[config.mk]
export PLATFORM = sky130hd
export DESIGN_NAME = sle_cell
export DESIGN_NICKNAME = d
export VERILOG_FILES = /design/src/hw/rtl/sle_pkg.sv /design/src/hw/rtl/sle_cell.sv
export SDC_FILE = /design/constraint.sdc
export NUM_CORES = 1
export LEC_CHECK = 0
export BUFFER_PORTS_ARGS = -buffer_cell sky130_fd_sc_hd__clkbuf_2
export CAP_MARGIN = 5
export CORE_MARGIN = 8
export CORE_UTILIZATION = 46
export CTS_BUF_LIST = sky130_fd_sc_hd__clkbuf_16
export DETAILED_ROUTE_END_ITERATION = 7
export GPL_ROUTABILITY_DRIVEN = 1
export GPL_TIMING_DRIVEN = 0
export PLACE_DENSITY = 0.94
export REMOVE_ABC_BUFFERS = 1
export SYNTH_ARGS = -nofsm -noshare
export SYNTH_HDL_FRONTEND = slang
export SYNTH_SLANG_ARGS = --single-unit
[constraint.sdc]
create_clock -name clk -period 2.44 [get_ports clk]
set_input_delay 0.122 -clock clk [delete_from_list [all_inputs] [get_ports clk]]
set_output_delay 0.122 -clock clk [all_outputs]
set_load 0.01 [all_outputs]
[src/hw/rtl/sle_pkg.sv]
// ----------------------------------------------------------------------------
// sle_pkg: shared types and codes for the sorted list engine
// Operation and status codes, fixed field widths, cell control group.
// ----------------------------------------------------------------------------
package sle_pkg;

  localparam int OP_W       = 2;
  localparam int IN_VALUE_W = 32;
  localparam int STATUS_W   = 2;
  localparam int COUNT_W    = 5;

  localparam int CAPACITY_DEF    = 16;
  localparam int VALUE_WIDTH_DEF = 32;

  localparam logic [OP_W-1:0] OP_INSERT = 2'd0;
  localparam logic [OP_W-1:0] OP_REMOVE = 2'd1;
  localparam logic [OP_W-1:0] OP_SEARCH = 2'd2;

  localparam logic [STATUS_W-1:0] ST_OK      = 2'd0;
  localparam logic [STATUS_W-1:0] ST_MISSING = 2'd1;
  localparam logic [STATUS_W-1:0] ST_FULL    = 2'd2;

  typedef struct packed {
    logic cmp;
    logic ins;
    logic rem;
  } cell_ctl_t;

endpackage

[src/hw/rtl/sle_cell.sv]
// ----------------------------------------------------------------------------
// sle_cell: one slot of the sorted store
// Holds one entry, registers its compare against the key, and shifts
// toward or away from its neighbors on insert and remove.
// ----------------------------------------------------------------------------
module sle_cell import sle_pkg::*; #(
  parameter int VALUE_WIDTH = VALUE_WIDTH_DEF
) (
  input  logic                   clk,
  input  cell_ctl_t              ctl,
  input  logic [VALUE_WIDTH-1:0] key,
  input  logic                   occ,
  input  logic                   left_lt,
  input  logic [VALUE_WIDTH-1:0] left_data,
  input  logic [VALUE_WIDTH-1:0] right_data,
  output logic [VALUE_WIDTH-1:0] data,
  output logic                   lt,
  output logic                   eq
);

  always_ff @(posedge clk) begin
    if (ctl.cmp) begin
      lt <= occ && (data < key);
      eq <= occ && (data == key);
    end
    if (ctl.ins && !lt) begin
      data <= left_lt ? key : left_data;
    end else if (ctl.rem && !lt) begin
      data <= right_data;
    end
  end

endmodule

==> results of run 1 <==
[final timing paths]
kind | slack [ps] | start | to | cells after the start
worst min-delay path | 70 | ctl[2] | eq$_DFFE_PP_ | 1
worst max-delay path | 570 | data[15]$_DFFE_PP_ | lt$_DFFE_PP_ | 6
worst min register to register | 840 | data[31]$_DFFE_PP_ | lt$_DFFE_PP_ | 3
worst max register to register | 570 | data[15]$_DFFE_PP_ | lt$_DFFE_PP_ | 6
[worst max-delay path, delay by kind of cell (launching register included)]
kind | cells | cell delay (ps)
and+or+nand+nor | 2 | 470
AOI/OAI and AO/OA | 3 | 400
DFF | 1 | 400
adders and majority gates | 1 | 350
[per-stage QoR]
step	utilization (%)	worst slack [ps]	cell area, µm²
finish	62.8	565	3420
global route	62.8	456	3420
CTS	62.8	575	3420
detailed placement	60.4	571	3290
global placement	59.7	-484	3250
floorplan	-	188	2480
[flip-flops by register name, summed over array words and instances (netlist names)]
| register | cells |
|---|---|
| data | 32 |
| eq | 1 |
| lt | 1 |
[synthesized netlist by cell type, drive strengths merged]
master	count	area, µm²
nand2	38	143
nor2b	2	20.0
nand2b	1	6.26
ha	32	400
o21ai	35	175
nor2	5	18.8
o211ai	1	7.51
a2bb2oi	1	8.76
a21o	3	22.5
edfxtp	34	1020
buf	9	52.6
nor4	4	37.5
o221a	1	11.3
o211a	1	10.0
nand3	1	5.00
clkbuf	2	10.0
nand4	7	56.3
nand4b	1	8.76
a21oi	11	55.1
inv	32	120
a211oi	2	20.0
mux2i	32	320
o21a	2	15.0
[area by class of cell]
type	count	area share (%)
clock buffers	5	3.66
well taps	72	2.64
clock inverters	2	0.220
inverters	32	3.51
multi-input cells	180	39.5
repair buffers	136	20.6
flip-flops and latches	34	29.9
[routing by layer]
metal  GRT usage [%]  up-vias
li1                -     1186
met1            17.9     1075
met2            31.8       92
met3            7.15        6
met4            4.44        0
met5               0        -
[power breakdown]
group,internal [mW],switching [mW]
Sequential,0.723,0.0329
Clock,0.364,0.206
Combinational,0.230,0.269
[cell families (layout without fill, tap and decap cells)]
family          after synthesis  count (layout)  share of synthesized area, %
compound gates               57              57                          12.8
fa+ha+maj                    32              32                          15.7
buf+inv                      43             175                          7.18
flops                        34              34                          40.1
mux                          32              32                          12.6
simple gates                 59              59                          11.6
==> summary.txt, run 1 <==
Setup path
  • Critical path required time: 2450 ps
  • Crit path max fanout: 3
  • CP Launch Type: flip-flop
  • Critical Path AT: 1880 ps
  • Slowest CP cell: edfxtp_1
  • WS Path Type: reg2reg
  • Crit path cell chain: ha_1 > nand4_2 > nor4_2 > o21ai_1 > o211ai_1 > a211oi_2
  • CP Capture Type: flip-flop
  • Crit path largest cell delay: around 400 ps

Clocking
  • H-tree depth: 2
  • Clk buf depth: 2
  • TritonCTS buffer count: 5
  • CTS tree: yes
  • Root buffer cell: clkbuf_16
  • Cts repair resizes: 0
  • Clock slew at reported path FFs: about 50 ps
  • Setup bufs post-CTS: 0
  • Cts hold-fix bufs: 0
  • Clk sink count: 34
  • Clock latency on the worst-skew pair: 270 ps

STA
  • Setup_tns: 0 ps
  • Slew Viols, Final: 0
  • Final-report hold violation count: 0
  • Setup Viol. Count Final: 0
  • Setup repair after global routing missed its margin: false
  • Max Clk Rate: between 500 and 600 MHz
  • Rel. slew slack: 26.8%
  • Fin crit share: around 77%
  • Tmin final: 1870 ps
  • Worst-Margin Slew: 1100 ps
  • Clock skew: 4.03 ps
  • Hold slack: between 70 and 80 ps

Routing
  • Final wirelength: 7.19 mm
  • DR vias: about 2.4k
  • Vias per inst: 5.12
  • Top Layer Used: met4
  • Met1 Wirelength: 2.90 mm
  • Residual DRC count: 0
  • Post-route ant nets: 0
  • Routed length on met3: 595 µm
  • Initial DRC Count: 63
  • DR pass1 iterations: 4
  • Post-DR wirelength/cell: 15.6 µm
  • Routed wl met2: 3.63 mm

GRT
  • GRT Total Usage: 17.4%
  • First-pass GRT wire length: 11.8 mm
  • Pin count of the biggest net entering global routing: 37
  • Initial antenna violation count: 0
  • Vias in the first global route: 2,607
  • GRT overflow: 0

Die
  • Core box area: 5440 µm²
  • I/O pin count: 136
  • Initial Util: between 40% and 50%
  • Die ar.: 8170 µm²
  • Row count: 27
  • Die Y: roughly 90 µm
  • DIE WIDTH: 90.4 µm

Layout
  • Area of the multi-input gates: 1350 µm²
  • Most frequent cells in the layout: clkbuf_2, nand2_1, inv_1, edfxtp_1
  • Number of diodes: 0
  • Post-route non-filler standard cell count: between 400 and 500
  • Layout fillers: approximately 460
  • Sequential Area: slightly above 1000 µm²
  • Share of cells above drive strength 1: 38.3%
  • Layout area overhead: 34.3%
  • Commonest non-fill, non-tap cell in the layout: clkbuf_2
  • Final nets: 523

Logic synthesis
  • Cells after Synth: 257
  • Post-synthesis sequential area ratio: 40.1%
  • Synthesized area: 2540 µm²
  • Syn Area/Cell: 9.90 µm²
  • Yosys reg bits: 34
  • Warnings from Yosys: 0
  • Distinct cell type count after synthesis: 29

Power and ir drop
  • Power per cell area: 534 nW/µm²
  • VDD IR max: 0.294 mV
  • Leak Pwr: 1.84 nW
  • Power, Total: 1.82 mW

Place
  • Placed insts: 454
  • Post-detail-place hpwl: 6.01 mm
  • Port Buffers: 135
  • Gpl congestion: 0.790

Outcome
  • Outcome: completed

Min path
  • Hold WC Path Type: in2reg

Run
  • # Max-Cap Violations: 0
(Power assumes the default switching activity.)
==> run 2, diff against run 1 <==
- ABC_AREA: default -> 1
- clock period: 2.44 -> 1.87 ns (I/O delays scaled with it)
==> run 2 against run 1 <==
  * Register-to-register slack got worse by 430 ps
  * Critical path depth fell by 4
  * Core utilization fell by 0.39 points
  * Sequential power rose by 30%
  * Combinational power rose by 27%
  * Critical endpoint is now data[18]$_DFFE_PP_
  * Highest routed layer unchanged
==> summary.txt, run 2 <==
Outcome
  • Outcome: completed

Clocking
  • H-tree depth: 2
  • Clock slew at reported path FFs: 50 ps
  • Root buffer cell: clkbuf_16
  • Setup bufs post-CTS: 0
  • Cts hold-fix bufs: 0
  • CTS tree: yes
  • Clk sink count: 34
  • Clock latency on the worst-skew pair: 270 ps
  • Clk buf depth: 2
  • Cts repair resizes: 1
  • TritonCTS buffer count: 5

STA
  • Clock skew: 4.68 ps
  • Max Clk Rate: between 500 and 600 MHz
  • Setup repair after global routing missed its margin: false
  • Fin crit share: 92.8%
  • Worst setup margin: about 130 ps
  • Final-report hold violation count: 0
  • Worst-Margin Slew: 955 ps
  • Tmin final: around 1700 ps
  • Rel. slew slack: 36.2%
  • Setup Viol. Count Final: 0
  • Hold slack: 49.4 ps
  • Slew Viols, Final: 0

Routing
  • Vias per inst: a little over 5
  • Residual DRC count: 0
  • Initial DRC Count: 109
  • DR pass1 iterations: 4
  • Post-DR wirelength/cell: 14.9 µm
  • DR vias: 2,649
  • Final wirelength: 7.84 mm
  • Post-route ant nets: 0

Setup path
  • CP Capture Type: flip-flop
  • Crit path from: lt$_DFFE_PP_
  • Delay-heaviest family, CP: simple AND/OR/NAND/NOR gates
  • Crit path cell chain: nor2_4 > a31oi_1
  • Critical Path AT: 1700 ps
  • Critical path required time: 1830 ps
  • CP Launch Type: flip-flop
  • Flop2flop setup slack: 130 ps
  • Crit path max fanout: 32
  • Crit path largest cell delay: 660 ps
  • Critical R2R Launch: lt$_DFFE_PP_
  • WS Path Type: reg2reg
  • Slowest CP cell: nor2_4
  • Critical path buffers and inverters: 0

GRT
  • Vias in the first global route: 2,828
  • GRT overflow: 0
  • Initial antenna violation count: 0
  • GRT Total Usage: a little under a fifth
  • First-pass GRT wire length: roughly 13 mm
  • Pin count of the biggest net entering global routing: 34

Power and ir drop
  • Power, Total: 2.40 mW
  • Leak Pwr: 1.83 nW
  • Power per cell area: just over 700 nW/µm²
  • VDD IR max: 0.401 mV

Logic synthesis
  • Warnings from Yosys: 0
  • Top post-synthesis cells by area: edfxtp_1, ha_1, nand2_1
  • Area leader, netlist: edfxtp_1
  • Post-synthesis sequential area ratio: 40.1%
  • Cells after Synth: 322
  • Top-area cell type share of the netlist area: 40.1%
  • Asr flop ratio synth: 0%
  • Synth cell count leaders: nand2_1, inv_1, nor2_1
  • Distinct cell type count after synthesis: 21
  • Synthesized area: 2550 µm²
  • Commonest register cell after synthesis: edfxtp_1
  • Yosys reg bits: 34
  • Top-count cell post-synth: nand2_1
  • Syn Area/Cell: 7.91 µm²
  • Number of flops mapped to enable cells by yosys: 34

Die
  • Die ar.: 8170 µm²
  • DIE WIDTH: between 90 and 100 µm
  • Core box area: 5440 µm²
  • Row count: 27
  • Initial Util: 46.8%
  • Die Y: 90.4 µm
  • I/O pin count: 136

Layout
  • Commonest non-fill, non-tap cell in the layout: clkbuf_2
  • Final nets: 586
  • Share of cells above drive strength 1: 32.5%
  • Layout area overhead: 33.3%
  • Most frequent cells in the layout: clkbuf_2, nand2_1, inv_1
  • Top Registers: data x32, eq x1, lt x1
  • Top reg by flops: data
  • Post-route non-filler standard cell count: 525
  • Number of diodes: 0
  • Max FFs per register: 32

Place
  • Gpl congestion: 0.727
  • Post-detail-place hpwl: 5.90 mm
  • Port Buffers: 135
  • Placed insts: 516
  • DP Worst Slack: -214 ps

Min path
  • Hold path startpoint: ctl[2]
  • Hold WC Path Type: in2reg

Run
  • # Max-Cap Violations: 0
## run 2: cell types whose count changed after synthesis, moves of 3 or more
cell and delta:
nand2_1 +59, nor2_1 +36, o21ai_0 -3, mux2i_1 -32, buf_2 +4, a31oi_1 +32
inv_1 +11, o21ai_1 -30
## run 2: area by class of cell
type / instances / area [µm²]
fill: 494 / 2040
multi-input combinational: 231 / 1300
sequential: 34 / 1020
timing repair buffer: 135 / 676
inverter: 45 / 169
clock buffer: 5 / 125
tap: 72 / 90.1
clock inverter: 3 / 12.5
## run 2: cells by family after synthesis
group,share of synthesized area (%)
adders and majority gates,15.7
AOI/OAI and AO/OA,11.8
and+or+nand+nor,22.9
buffers and inverters,9.48
DFF,40.1
## run 2: metrics by stage
step           util, %  setup TNS [ps]  cell area, µm²
2_1_floorplan        -          -13820            2470
3_3_place_gp      59.6          -35170            3240
3_5_place_dp      59.7           -3890            3250
4_1_cts           62.5               0            3400
5_1_grt           62.5               0            3400
6_report          62.5               0            3400
## run 2: routing by layer
| layer | vias up | global-route usage (%) | routed length [µm] |
|---|---|---|---|
| li1 | 1343 | - | - |
| met3 | 11 | 4.74 | 599 |
| met4 | 0 | 7.77 | 146 |
| met5 | - | 0 | 0 |
| met2 | 113 | 34.0 | 3970 |
| met1 | 1182 | 20.6 | 3130 |
## run 2: where the power goes
group          internal, mW  switching (mW)  total, mW  leakage [nW]
clock                 0.481           0.303      0.784        0.0724
combinational         0.268           0.365      0.633          1.43
sequential            0.942          0.0438      0.985         0.328
total                  1.69           0.712       2.40          1.83
## run 2: worst paths after layout
check                             to  cells after the start
setup / recovery  data[18]$_DFFE_PP_                      2
hold / removal          eq$_DFFE_PP_                      1
setup reg to reg  data[18]$_DFFE_PP_                      2
hold reg to reg         lt$_DFFE_PP_                      6
==> run 3, diff against run 2 <==
- CORE_UTILIZATION: 46 -> 45
- GPL_ROUTABILITY_DRIVEN: 1 -> 0
- PLACE_DENSITY: 0.94 -> 0.92
- RECOVER_POWER: default -> 50
==> run 3 against run 2 <==
  * Routed wire length shrank 1.6%
  * Final cell count shrank 0.38%
  * Design area shrank 1.5%
  * Largest cell class unchanged
  * Highest routed layer unchanged
==> summary.txt, run 3 (synthesized netlist as in run 2, its figures left out) <==
Routing
  • Initial DRC Count: 75
  • Post-route ant nets: 0
  • Residual DRC count: 0
  • Post-DR wirelength/cell: 14.8 µm
  • DR pass1 iterations: 6
  • Final wirelength: 7.72 mm
  • DR vias: 2,690
  • Vias per inst: about 5

STA
  • Clock skew: 5.53 ps
  • Rel. slew slack: between 30 and 40%
  • Fin crit share: 92.9%
  • Final-report hold violation count: 0
  • Setup Viol. Count Final: 0
  • Setup repair after global routing missed its margin: false
  • Worst-Margin Slew: slightly below 1000 ps
  • Tmin final: 1740 ps
  • Slew Viols, Final: 0
  • Worst setup margin: between 100 and 150 ps
  • Hold slack: 84.7 ps
  • Max Clk Rate: approximately 580 MHz

Die
  • Row count: 27
  • DIE WIDTH: 91.2 µm
  • Die Y: 91.2 µm
  • I/O pin count: around 140
  • Initial Util: 46.5%
  • Die ar.: 8320 µm²
  • Core box area: 5470 µm²

Clocking
  • CTS tree: yes
  • Clock slew at reported path FFs: 50 ps
  • Root buffer cell: clkbuf_16
  • Cts hold-fix bufs: 0
  • Clk sink count: 34
  • TritonCTS buffer count: 5
  • Clock latency on the worst-skew pair: between 200 and 300 ps
  • Clk buf depth: 2
  • H-tree depth: 2

Power and ir drop
  • Power share of the combinational group: roughly 26%
  • Leak Pwr: roughly 1.7 nW
  • VDD IR max: 0.405 mV
  • Power per cell area: 705 nW/µm²
  • Sw Ratio: 29.4%
  • Internal: between 1.5 and 2 mW
  • Sequential power share: 41.8%
  • P_sw: roughly 700 µW
  • Clock power share: 32.3%

Layout
  • Max FFs per register: 32
  • Area of the multi-input gates: 1300 µm²
  • Commonest non-fill, non-tap cell in the layout: clkbuf_2
  • Top reg by flops: data
  • Top Registers: data x32, eq x1, lt x1
  • Layout area overhead: 31.3%
  • Number of diodes: 0
  • Sequential Area: between 1000 and 1500 µm²
  • Final nets: 586
  • Post-route non-filler standard cell count: 523
  • Most frequent cells in the layout: clkbuf_2, nand2_1, inv_1
  • Share of cells above drive strength 1: between 20% and 30%
  • Layout fillers: 515

Setup path
  • Critical path required time: 1760 ps
  • Delay-heaviest family, CP: simple AND/OR/NAND/NOR gates
  • Critical path buffers and inverters: 0
  • WS Path Type: reg2reg
  • CP Capture Type: flip-flop
  • Slowest CP cell: nor2_4
  • Critical Path AT: between 1500 and 2000 ps
  • CP Launch Type: flip-flop
  • Crit path max fanout: 32
  • Crit path cell chain: nor2_4
  • Crit path largest cell delay: 810 ps

Place
  • DP Worst Slack: -191 ps
  • Placed insts: 516
  • Post-detail-place hpwl: between 5 and 6 mm
  • Port Buffers: roughly 140

GRT
  • Pin count of the biggest net entering global routing: 34
  • GRT Total Usage: 18.2%
  • GRT overflow: 0
  • Initial antenna violation count: 0
  • First-pass GRT wire length: 12.7 mm
  • Vias in the first global route: 2,793

Min path
  • Hold WC Path Type: in2reg

Outcome
  • Outcome: completed

Run
  • # Max-Cap Violations: 0
run 3: cell types whose count changed in the layout (fill, tap and decap cells not counted):
cell,delta
clkbuf_1,+35
clkbuf_2,-35
clkinv_2,-1
inv_1,-1
run 3: path summary, 6_finish.rpt:
| check | from | endpoint | slack [ps] | cells after the start |
|---|---|---|---|---|
| worst max-delay path | lt$_DFFE_PP_ | data[26]$_DFFE_PP_ | 130 | 1 |
| worst min register to register | data[16]$_DFFE_PP_ | eq$_DFFE_PP_ | 900 | 3 |
| worst min-delay path | ctl[2] | lt$_DFFE_PP_ | 80 | 1 |
| worst max register to register | lt$_DFFE_PP_ | data[26]$_DFFE_PP_ | 130 | 1 |
run 3: final cells by class:
type	count	area share [%]
Multi-Input combinational cell	231	39.0
Clock inverter	1	0.112
Sequential cell	34	30.5
Tap cell	72	2.69
Inverter	45	5.05
Clock buffer	5	3.74
Timing Repair Buffer	135	18.9
run 3: repair_timing:
| item | in CTS | in global routing |
|---|---|---|
| gates resized for setup | 1 | 0 |
| buffers inserted | 0 | 0 |
| setup endpoints to repair | 32 | 0 |
run 3: through the flow:
| stage | cell area [µm²] | power, mW | util (%) | TNS [ps] |
|---|---|---|---|---|
| after detailed placement | 3250 | 1.63 | 59.4 | -4790 |
| after global placement | 3240 | 1.59 | 59.2 | -35860 |
| final | 3340 | 2.36 | 61.1 | 0 |
| after global routing | 3340 | 2.50 | 61.1 | 0 |
| after floorplan | 2470 | 1.34 | - | -13820 |
| after CTS | 3390 | 2.39 | 61.9 | 0 |
run 3: power groups by stage:
stage	registers (mW)	logic, mW	clock network (mW)
floorplan	1.03	0.307	0
global placement	0.996	0.599	0
detailed placement	1.00	0.624	0
CTS	0.987	0.637	0.770
global route	0.995	0.702	0.801
finish	0.987	0.610	0.762
run 3: layer usage:
| layer | global-route usage (%) | routed length, µm | vias up |
|---|---|---|---|
| met1 | 19.7 | 3090 | 1213 |
| met4 | 6.14 | 163 | 0 |
| met5 | 0 | 0 | - |
| li1 | - | - | 1338 |
| met3 | 6.58 | 703 | 16 |
| met2 | 32.2 | 3770 | 123 |
